[src/drpt_pkg.sv]
// Types, constants and helpers of the DMA ring pointer tracker.
`timescale 1ns / 1ps
package drpt_pkg;

  localparam int PTR_BITS    = 26;
  localparam int SIZE_W      = PTR_BITS + 1;
  localparam int RING_W      = 27;
  localparam int BURST_W     = 24;
  localparam int MINRDY_W    = 27;
  localparam int ADDR_W      = 32;
  localparam int XFER_W      = 26;
  localparam int CONSUME_W   = 19;
  localparam int SPAN_W      = 19;
  localparam int CFG_IDX_W   = 2;
  localparam int CFG_DATA_W  = 32;

  localparam logic [SPAN_W-1:0] READ_CLAMP = SPAN_W'(32'h100000 / 4);
  localparam logic [SIZE_W-1:0] RING_LIM   = SIZE_W'(1) << PTR_BITS;

  // Request codes.
  localparam logic [1:0] REQ_XFER_DONE = 2'd0;
  localparam logic [1:0] REQ_CONSUME   = 2'd1;
  localparam logic [1:0] REQ_OVERFLOW  = 2'd2;
  localparam logic [1:0] REQ_RESTART   = 2'd3;

  // Register indexes.
  localparam logic [CFG_IDX_W-1:0] REG_RING_WORDS  = 2'd0;
  localparam logic [CFG_IDX_W-1:0] REG_BURST_WORDS = 2'd1;
  localparam logic [CFG_IDX_W-1:0] REG_MIN_READY   = 2'd2;
  localparam logic [CFG_IDX_W-1:0] REG_MEM_BASE    = 2'd3;

  typedef struct packed {
    logic [RING_W-1:0]   ring_words;
    logic [BURST_W-1:0]  burst_words;
    logic [MINRDY_W-1:0] min_ready_words;
    logic [ADDR_W-1:0]   ring_base;
  } drpt_cfg_t;

  typedef struct packed {
    logic [PTR_BITS-1:0] wr_ptr;
    logic [PTR_BITS-1:0] rd_ptr;
    logic                wr_lap;
    logic                rd_lap;
    logic                stop;
  } drpt_state_t;

  typedef struct packed {
    logic [PTR_BITS-1:0] write_offset;
    logic [PTR_BITS-1:0] read_offset;
    logic [ADDR_W-1:0]   dest_address;
    logic [XFER_W-1:0]   transfer_bytes;
    logic [PTR_BITS-1:0] fill_words;
    logic                enough_data;
    logic                ring_full;
    logic [SPAN_W-1:0]   readable_words;
    logic                stopped;
  } drpt_result_t;

  // Ring size as used by the pointer math: zero means one word, and anything
  // above the pointer range saturates to it.
  function automatic logic [SIZE_W-1:0] eff_size(input logic [RING_W-1:0] ring_words);
    logic [SIZE_W-1:0] sz;
    sz = SIZE_W'(ring_words);
    if (ring_words == '0) begin
      return SIZE_W'(1);
    end else if (sz > RING_LIM) begin
      return RING_LIM;
    end
    return sz;
  endfunction

endpackage

[src/drpt_if.sv]
// Handshake interfaces of the input, result and configuration channels.
`timescale 1ns / 1ps
interface drpt_in_if;
  import drpt_pkg::*;
  logic                 valid;
  logic                 ready;
  logic [1:0]           req_type;
  logic [CONSUME_W-1:0] consume_words;
  modport source (output valid, output req_type, output consume_words, input ready);
  modport sink   (input valid, input req_type, input consume_words, output ready);
endinterface

interface drpt_out_if;
  import drpt_pkg::*;
  logic                valid;
  logic                ready;
  logic [PTR_BITS-1:0] write_offset;
  logic [PTR_BITS-1:0] read_offset;
  logic [ADDR_W-1:0]   dest_address;
  logic [XFER_W-1:0]   transfer_bytes;
  logic [PTR_BITS-1:0] fill_words;
  logic                enough_data;
  logic                ring_full;
  logic [SPAN_W-1:0]   readable_words;
  logic                stopped;
  modport source (output valid, output write_offset, output read_offset,
                  output dest_address, output transfer_bytes, output fill_words,
                  output enough_data, output ring_full, output readable_words,
                  output stopped, input ready);
  modport sink   (input valid, input write_offset, input read_offset,
                  input dest_address, input transfer_bytes, input fill_words,
                  input enough_data, input ring_full, input readable_words,
                  input stopped, output ready);
endinterface

interface drpt_cfg_if;
  import drpt_pkg::*;
  logic                  valid;
  logic                  ready;
  logic [CFG_IDX_W-1:0]  index;
  logic [CFG_DATA_W-1:0] data;
  modport source (output valid, output index, output data, input ready);
  modport sink   (input valid, input index, input data, output ready);
endinterface

[src/drpt_state_upd.sv]
// Pointer, lap and stop registers with their per-event update.
`timescale 1ns / 1ps
module drpt_state_upd (
  input  logic                 clk,
  input  logic                 rst_n,
  input  logic                 ev_vld,
  input  logic [1:0]           req_type,
  input  logic [drpt_pkg::CONSUME_W-1:0] consume_words,
  input  drpt_pkg::drpt_cfg_t  cfg,
  output drpt_pkg::drpt_state_t st
);
  import drpt_pkg::*;

  drpt_state_t       st_r;
  drpt_state_t       st_nxt;
  logic [SIZE_W-1:0] size;
  logic [SIZE_W-1:0] wr_sum;
  logic [SIZE_W-1:0] rd_sum;

  assign size   = eff_size(cfg.ring_words);
  assign wr_sum = SIZE_W'(st_r.wr_ptr) + SIZE_W'(cfg.burst_words);
  assign rd_sum = SIZE_W'(st_r.rd_ptr) + SIZE_W'(consume_words);

  always_comb begin
    st_nxt = st_r;
    if (ev_vld) begin
      case (req_type)
        REQ_XFER_DONE: begin
          if (!st_r.stop) begin
            if (wr_sum >= size) begin
              st_nxt.wr_ptr = '0;
              st_nxt.wr_lap = ~st_r.wr_lap;
            end else begin
              st_nxt.wr_ptr = wr_sum[PTR_BITS-1:0];
            end
          end
        end
        REQ_CONSUME: begin
          if (rd_sum >= size) begin
            st_nxt.rd_ptr = '0;
            st_nxt.rd_lap = ~st_r.rd_lap;
          end else begin
            st_nxt.rd_ptr = rd_sum[PTR_BITS-1:0];
          end
        end
        REQ_OVERFLOW: begin
          st_nxt.stop = 1'b1;
        end
        REQ_RESTART: begin
          // Lap bits survive a restart.
          st_nxt.wr_ptr = '0;
          st_nxt.rd_ptr = '0;
          st_nxt.stop   = 1'b0;
        end
        default: begin
          st_nxt = st_r;
        end
      endcase
    end
  end

  always_ff @(posedge clk) begin
    if (!rst_n) begin
      st_r <= '0;
    end else begin
      st_r <= st_nxt;
    end
  end

  assign st = st_r;

endmodule

[src/drpt_status.sv]
// Status math on the current pointers and the result register.
`timescale 1ns / 1ps
module drpt_status (
  input  logic                  clk,
  input  logic                  load,
  input  drpt_pkg::drpt_state_t st,
  input  drpt_pkg::drpt_cfg_t   cfg,
  output drpt_pkg::drpt_result_t res
);
  import drpt_pkg::*;

  drpt_result_t        res_r;
  drpt_result_t        res_nxt;
  logic [SIZE_W-1:0]   size;
  logic [SIZE_W-1:0]   rd_ext;
  logic [SIZE_W-1:0]   span;
  logic [SIZE_W-1:0]   reach;
  logic [PTR_BITS-1:0] fill;

  assign size   = eff_size(cfg.ring_words);
  assign rd_ext = SIZE_W'(st.rd_ptr);
  assign reach  = SIZE_W'(st.wr_ptr) + SIZE_W'(cfg.burst_words);

  always_comb begin
    // Past the wrap the distance is taken modulo the pointer range, which also
    // covers a read offset left beyond a shrunk ring.
    if (st.rd_ptr <= st.wr_ptr) begin
      fill = st.wr_ptr - st.rd_ptr;
    end else begin
      fill = size[PTR_BITS-1:0] - st.rd_ptr + st.wr_ptr;
    end

    if (st.wr_ptr > st.rd_ptr) begin
      span = SIZE_W'(st.wr_ptr - st.rd_ptr);
    end else if (size > rd_ext) begin
      span = size - rd_ext;
    end else begin
      span = '0;
    end

    res_nxt.write_offset   = st.wr_ptr;
    res_nxt.read_offset    = st.rd_ptr;
    res_nxt.dest_address   = cfg.ring_base + ADDR_W'({st.wr_ptr, 2'b00});
    res_nxt.transfer_bytes = XFER_W'({cfg.burst_words, 2'b00});
    res_nxt.fill_words     = fill;
    res_nxt.enough_data    = MINRDY_W'(fill) >= cfg.min_ready_words;
    res_nxt.ring_full      = st.stop || ((st.wr_lap != st.rd_lap) && (reach > rd_ext));
    res_nxt.readable_words = (span > SIZE_W'(READ_CLAMP)) ? READ_CLAMP : span[SPAN_W-1:0];
    res_nxt.stopped        = st.stop;
  end

  always_ff @(posedge clk) begin
    if (load) begin
      res_r <= res_nxt;
    end
  end

  assign res = res_r;

endmodule

[src/dma_ring_pointer_tracker_top.sv]
// Top level of the DMA ring pointer tracker.
`timescale 1ns / 1ps
// Tracks write and read offsets of a DRAM ring filled by a stream-to-memory DMA.
// in_ch carries one event per transfer: transfer done, consume (with a word
// count), overflow or restart. out_ch returns one status transfer per event:
// offsets, next destination address and burst length, fill level, enough-data
// and full flags, readable span and the stop flag, all after the event.
// cfg_ch writes the ring size, burst length, fill threshold and base address;
// it is always ready. The user must write it only while no event is in flight;
// the block itself does not enforce this. An accepted event updates the pointer
// registers at that edge; the status is computed from them and registered in
// the result register. One event per cycle is sustained while out_ch does not
// stall, set by the single add and compare of the pointer update.
// When out_ch stalls, one further event is held in the pointer stage and
// in_ch.ready drops until the result register is emptied.
// Reset (rst_n low, synchronous) clears both offsets, both lap bits and the
// stop flag, empties the pipeline and restores the register defaults.
module dma_ring_pointer_tracker_top (
  input  logic      clk,
  input  logic      rst_n,
  drpt_in_if.sink   in_ch,
  drpt_out_if.source out_ch,
  drpt_cfg_if.sink  cfg_ch
);
  import drpt_pkg::*;

  drpt_cfg_t    cfg_r;
  drpt_cfg_t    cfg_nxt;
  drpt_state_t  st;
  drpt_result_t res;
  logic         in_acc;
  logic         st_vld_r;
  logic         st_vld_nxt;
  logic         out_vld_r;
  logic         out_vld_nxt;
  logic         st_adv;

  assign cfg_ch.ready = 1'b1;

  always_comb begin
    cfg_nxt = cfg_r;
    if (cfg_ch.valid) begin
      case (cfg_ch.index)
        REG_RING_WORDS:  cfg_nxt.ring_words      = cfg_ch.data[RING_W-1:0];
        REG_BURST_WORDS: cfg_nxt.burst_words     = cfg_ch.data[BURST_W-1:0];
        REG_MIN_READY:   cfg_nxt.min_ready_words = cfg_ch.data[MINRDY_W-1:0];
        REG_MEM_BASE:    cfg_nxt.ring_base       = cfg_ch.data[ADDR_W-1:0];
        default:         cfg_nxt = cfg_r;
      endcase
    end
  end

  // The pointer stage hands its status on whenever the result register is
  // empty or being emptied.
  assign st_adv      = st_vld_r && (!out_vld_r || out_ch.ready);
  assign in_ch.ready = !st_vld_r || st_adv;
  assign in_acc      = in_ch.valid && in_ch.ready;
  assign st_vld_nxt  = in_acc || (st_vld_r && !st_adv);
  assign out_vld_nxt = st_adv || (out_vld_r && !out_ch.ready);

  always_ff @(posedge clk) begin
    if (!rst_n) begin
      cfg_r.ring_words      <= RING_W'(67108864);
      cfg_r.burst_words     <= BURST_W'(1024);
      cfg_r.min_ready_words <= MINRDY_W'(1024);
      cfg_r.ring_base       <= '0;
      st_vld_r              <= 1'b0;
      out_vld_r             <= 1'b0;
    end else begin
      cfg_r     <= cfg_nxt;
      st_vld_r  <= st_vld_nxt;
      out_vld_r <= out_vld_nxt;
    end
  end

  drpt_state_upd u_state (
    .clk           (clk),
    .rst_n         (rst_n),
    .ev_vld        (in_acc),
    .req_type      (in_ch.req_type),
    .consume_words (in_ch.consume_words),
    .cfg           (cfg_r),
    .st            (st)
  );

  drpt_status u_status (
    .clk  (clk),
    .load (st_adv),
    .st   (st),
    .cfg  (cfg_r),
    .res  (res)
  );

  assign out_ch.valid          = out_vld_r;
  assign out_ch.write_offset   = res.write_offset;
  assign out_ch.read_offset    = res.read_offset;
  assign out_ch.dest_address   = res.dest_address;
  assign out_ch.transfer_bytes = res.transfer_bytes;
  assign out_ch.fill_words     = res.fill_words;
  assign out_ch.enough_data    = res.enough_data;
  assign out_ch.ring_full      = res.ring_full;
  assign out_ch.readable_words = res.readable_words;
  assign out_ch.stopped        = res.stopped;

endmodule

[src/flat_wrapper.sv]
// flat-port wrapper written by rule: the top's interface ports become plain ports
module dma_ring_pointer_tracker_top_flat import drpt_pkg::*;
  (clk, rst_n, in_ch_valid, in_ch_req_type, in_ch_consume_words, in_ch_ready, out_ch_valid, out_ch_write_offset, out_ch_read_offset, out_ch_dest_address, out_ch_transfer_bytes, out_ch_fill_words, out_ch_enough_data, out_ch_ring_full, out_ch_readable_words, out_ch_stopped, out_ch_ready, cfg_ch_valid, cfg_ch_index, cfg_ch_data, cfg_ch_ready);
  drpt_in_if in_ch_i ();
  drpt_out_if out_ch_i ();
  drpt_cfg_if cfg_ch_i ();
  input  logic clk;
  input  logic rst_n;
  input wire logic [$bits(in_ch_i.valid)-1:0] in_ch_valid;
  input wire logic [$bits(in_ch_i.req_type)-1:0] in_ch_req_type;
  input wire logic [$bits(in_ch_i.consume_words)-1:0] in_ch_consume_words;
  output wire logic [$bits(in_ch_i.ready)-1:0] in_ch_ready;
  output wire logic [$bits(out_ch_i.valid)-1:0] out_ch_valid;
  output wire logic [$bits(out_ch_i.write_offset)-1:0] out_ch_write_offset;
  output wire logic [$bits(out_ch_i.read_offset)-1:0] out_ch_read_offset;
  output wire logic [$bits(out_ch_i.dest_address)-1:0] out_ch_dest_address;
  output wire logic [$bits(out_ch_i.transfer_bytes)-1:0] out_ch_transfer_bytes;
  output wire logic [$bits(out_ch_i.fill_words)-1:0] out_ch_fill_words;
  output wire logic [$bits(out_ch_i.enough_data)-1:0] out_ch_enough_data;
  output wire logic [$bits(out_ch_i.ring_full)-1:0] out_ch_ring_full;
  output wire logic [$bits(out_ch_i.readable_words)-1:0] out_ch_readable_words;
  output wire logic [$bits(out_ch_i.stopped)-1:0] out_ch_stopped;
  input wire logic [$bits(out_ch_i.ready)-1:0] out_ch_ready;
  input wire logic [$bits(cfg_ch_i.valid)-1:0] cfg_ch_valid;
  input wire logic [$bits(cfg_ch_i.index)-1:0] cfg_ch_index;
  input wire logic [$bits(cfg_ch_i.data)-1:0] cfg_ch_data;
  output wire logic [$bits(cfg_ch_i.ready)-1:0] cfg_ch_ready;
  assign in_ch_i.valid = in_ch_valid;
  assign in_ch_i.req_type = in_ch_req_type;
  assign in_ch_i.consume_words = in_ch_consume_words;
  assign in_ch_ready = in_ch_i.ready;
  assign out_ch_valid = out_ch_i.valid;
  assign out_ch_write_offset = out_ch_i.write_offset;
  assign out_ch_read_offset = out_ch_i.read_offset;
  assign out_ch_dest_address = out_ch_i.dest_address;
  assign out_ch_transfer_bytes = out_ch_i.transfer_bytes;
  assign out_ch_fill_words = out_ch_i.fill_words;
  assign out_ch_enough_data = out_ch_i.enough_data;
  assign out_ch_ring_full = out_ch_i.ring_full;
  assign out_ch_readable_words = out_ch_i.readable_words;
  assign out_ch_stopped = out_ch_i.stopped;
  assign out_ch_i.ready = out_ch_ready;
  assign cfg_ch_i.valid = cfg_ch_valid;
  assign cfg_ch_i.index = cfg_ch_index;
  assign cfg_ch_i.data = cfg_ch_data;
  assign cfg_ch_ready = cfg_ch_i.ready;
  dma_ring_pointer_tracker_top u_core (.clk(clk), .rst_n(rst_n), .in_ch(in_ch_i), .out_ch(out_ch_i), .cfg_ch(cfg_ch_i));
endmodule
[config.mk]
export PLATFORM = sky130hd
export DESIGN_NAME = dma_ring_pointer_tracker_top_flat
export DESIGN_NICKNAME = d
export VERILOG_FILES = /design/src/drpt_pkg.sv /design/src/drpt_if.sv /design/src/drpt_state_upd.sv /design/src/drpt_status.sv /design/src/dma_ring_pointer_tracker_top.sv /design/src/flat_wrapper.sv
export SDC_FILE = /design/constraint.sdc
export NUM_CORES = 1
export LEC_CHECK = 0
export ABC_CLOCK_PERIOD_IN_PS = 10800
export BUFFER_PORTS_ARGS = -buffer_cell sky130_fd_sc_hd__clkbuf_2
export CAP_MARGIN = 5
export CELL_PAD_IN_SITES_DETAIL_PLACEMENT = 1
export CELL_PAD_IN_SITES_GLOBAL_PLACEMENT = 2
export CORE_MARGIN = 1.5
export CORE_UTILIZATION = 34
export CTS_CLUSTER_DIAMETER = 100
export DETAILED_ROUTE_END_ITERATION = 6
export PLACE_DENSITY = 0.81
export SLEW_MARGIN = 10
export SYNTH_ARGS = -nofsm -noshare
export SYNTH_HDL_FRONTEND = slang
export SYNTH_SLANG_ARGS = --single-unit
[constraint.sdc]
create_clock -name clk -period 10.8 [get_ports clk]
set_clock_uncertainty 0.2 [all_clocks]
set_input_delay 2.7 -clock clk [delete_from_list [all_inputs] [get_ports clk]]
set_output_delay 2.7 -clock clk [all_outputs]
set_load 0.05 [all_outputs]
==> results summary <==
For this configuration, the core starts out at a cell density of ~34%. Detailed placement ended at an HPWL of about 64000 um. The sequential fraction of the synthesis area is between 30% and 40%. The post-cts resize count came out at 0. Counting instances, the worst hold path has a depth of 0. The number of maximum-capacitance constraint violations came out at 0. The count of nets left with antenna violations once routing finished came out at 0. For the worst flop-to-flop path, the logic depth is 31. The CTS root buffer is clkbuf_16. The routed via count divided by cell count came out at between 5 and 6.

Cells fill 39.5% of the core in the end. Setup repair after global routing left no endpoint under its margin. Clock tree synthesis found a total of roughly 320 sinks.

The number of post-CTS setup repair buffers is 0. The maximum clock frequency is 130 MHz. The total standard cell area after synthesis is about 22000 um^2. The flow ran to the end, and the final reports show no timing, DRC or antenna violations. From left edge to right edge, the die measures approximately 260 um.

The arrival time at the worst endpoint came out at 7930 ps. Dividing total power by cell area gives a power density of around 160 nW/um^2. The number of flops mapped to enable cells by yosys is 156. The die outline area came out at approximately 67000 um^2. Of all nets on the critical path, the largest fanout is 9. The worst setup path is launched from an input port.

Yosys attributes the largest share of cell area to edfxtp_1 21%, dfxtp_1 15%, ha_1 14%, nand2_1 6.0%, a21oi_1 5.9%. Relative to the synthesized area, the layout overhead comes to 14.8%. At the pin with the least slew margin, the transition time is roughly 1000 ps.

Synthesis produced a netlist whose cell count is roughly 2500. The total iterations of the first detailed-routing run is 5. The part of the cycle the worst path needs came out at between 70 and 80%. The synthesized design contains 323 register bits. Summed over all layers, the routed wires come to approximately 79000 um.

Of all cell types, the one taking the most synthesized area is edfxtp_1. The number of standard-cell rows in the floorplan is 93. The final hold violation count came to 0. For this run, the leading register cell type out of synthesis is dfxtp_1. The post-synthesis area per instance came out at 8.96 um^2. The maximum resistive drop on vdd came out at around 140 uV. The number of max-slew violations in the final report is 0. The type of the worst setup path is input port to flip-flop.

The flop-to-flop setup slack came out at 3290 ps. The worst slew slack as a fraction of its limit is between 30% and 40%. The net count reported at finish is approximately 3000. The count of buffers added on input and output ports is 217.

In this run the count of I/O pins placed on the die edge is 221. The detail-routed net length per standard cell is around 22 um. The congestion estimate from routability-driven global placement came to about 0.93.

The core area came out at approximately 64000 um^2. The routing usage on met3 is ~2.8%. The fraction of final layout cells with drive strength greater than 1 came out at about 13%. Once layout is done, the placed cells without fillers occupy around 25000 um^2. The summed negative setup slack over all endpoints came out at 0 ps. The final critical delay including setup and external delays came out at about 7700 ps. Once placement finished, the instance area stood at around 24000 um^2. The die boundary height came out at roughly 260 um. The number of different library cells used by synthesis comes to 95. The via count came out at between 15000 and 20000. The via count of the first global-routing pass is ~20000. The antenna diode count is 0. The number of warning messages in the yosys log came out at 0.

Of the post-synthesis cell area, the dominant cell type holds between 20% and 30%. The clock tree buffer depth came out at 3. The commonest cells after synthesis are 355 x nand2_1, 263 x a21oi_1, 252 x ha_1. The leakage component of the power is approximately 11 nW. The total clock buffers created by CTS came out at 40. nand2_1 is the most common cell in the netlist.

The number of levels in the clock H-tree is 2. The global-route layer with the greatest usage is met2. Data on the critical path is required at its endpoint by 11060 ps.

The number of setup violations in the final report came out at 0. The worst hold path belongs to the class flip-flop to flip-flop. STA classifies the critical path endpoint as a flip-flop. The clock network latency to the later pin of the worst-skew pair came out at ~580 ps. The clock transition at the registers of the reported paths is 60 ps.

Entering global routing, the biggest net connects approximately 160 pins. The DRC violations left is 0. The first global-routing pass estimated ~120000 um of wire. The initial antenna violation count came out at 5.

The CTS tree is built. In this run, the number of DRC markers left after iteration 0 of detailed routing was about 1000. The met2 layer usage reported by global route is roughly 40%. For this run, global-route usage on met1 was measured as between 30 and 40%. The total track usage came out at between 20% and 30%. For this run, asynchronously set or reset flops after synthesis account for 0%. The quantity of hold-fixing buffers added after cts came out at 0. The total global routing overflow is 0.
## cell type report
class	count	area [um^2]
repair buffers	231	1200
clock buffers	54	1160
flip-flops and latches	323	8030
clock inverters	20	224
inverters	189	712
multi-input cells	1885	13100
fillers	7614	39000
well taps	855	1070
## worst max-delay path: stages
cell	delay (ps)
clkbuf_2	90
ha_1	220
fa_1	410
a21o_1	180
a21oi_1	280
o21bai_1	100
a21oi_1	250
o21ai_0	270
a41oi_1	450
o21ai_0	240
a21oi_1	230
xnor2_1	140
ha_1	320
nand4_1	110
or4_1	500
o21ai_0	190
o21ai_0	100
a31oi_1	310
nor4_1	140
buf_4	230
and4_1	200
a211o_1	250
## final timing paths
check,from,to
setup / recovery,in_ch_consume_words[0],u_core.u_state.st[26]
hold / removal,u_core.cfg_r[0],u_core.u_status.res[74]
setup reg to reg,u_core.cfg_r[105],u_core.u_status.res[21]
hold reg to reg,u_core.cfg_r[0],u_core.u_status.res[74]
## layout by cell type, fill, tap and decap left out, types with 8 or more instances in the layout
master	synthesis	layout
a22oi_1	34	34
inv_1	188	188
o21ai_0	96	96
o211ai_1	9	9
nand2_1	355	355
nor3_1	34	33
xor2_1	50	50
clkbuf_16	0	42
nand4_1	31	31
and3_1	27	27
nand2b_1	27	27
dfxtp_1	167	167
nor3_2	10	11
fa_1	30	30
or3_1	16	16
a21o_1	74	74
o31ai_1	8	8
a21oi_1	263	263
a211o_1	9	9
o21a_1	33	33
and2_1	17	17
a211oi_1	18	18
a22o_1	17	17
clkbuf_2	0	217
clkinv_2	0	10
a21boi_0	9	9
ha_1	252	252
nor4_1	14	14
nor2_1	133	132
a31oi_1	19	19
nand3_1	47	47
nor2b_1	31	30
buf_4	5	13
edfxtp_1	156	156
o21bai_1	15	15
xnor2_1	89	89
## sequential cells by signal (all words and copies together), names as in the netlist
name                 cells
u_core.out_ch.valid      1
u_core.cfg_r           110
u_core.st_vld_r          1
u_core.u_status.res    156
u_core.u_state.st       55
## power breakdown
group	switching, mW	internal, mW
clock	0.579	0.832
combinational	0.938	0.440
sequential	0.0340	1.37
total	1.55	2.64
## per-stage QoR
stage	power [mW]	hold slack [ps]	setup slack, ps	std cells
3_3_place_gp	2.76	215	2690	3483
5_1_grt	4.39	246	2560	3557
2_1_floorplan	2.38	208	238	2475
4_1_cts	4.22	235	3190	3557
3_5_place_dp	2.79	222	2590	3483
6_report	4.19	233	3140	3557
## logic make-up after synthesis
kind of cell	share of synthesized area, %
mux	0.141
flops	36.2
compound gates	19.5
xor+xnor	5.49
other cells	0.0339
fa+ha+maj	16.9
simple gates	16.7
buf+inv	5.02
## per-layer routing
metal	routed length [um]	up-vias	share of wire, %
met4	2440	0	3.1
met1	35300	9484	44
met5	0	-	0
met3	2970	123	3.7
met2	38700	361	49
li1	-	9233	-
No activity file was read; power rests on OpenSTA's default activity.
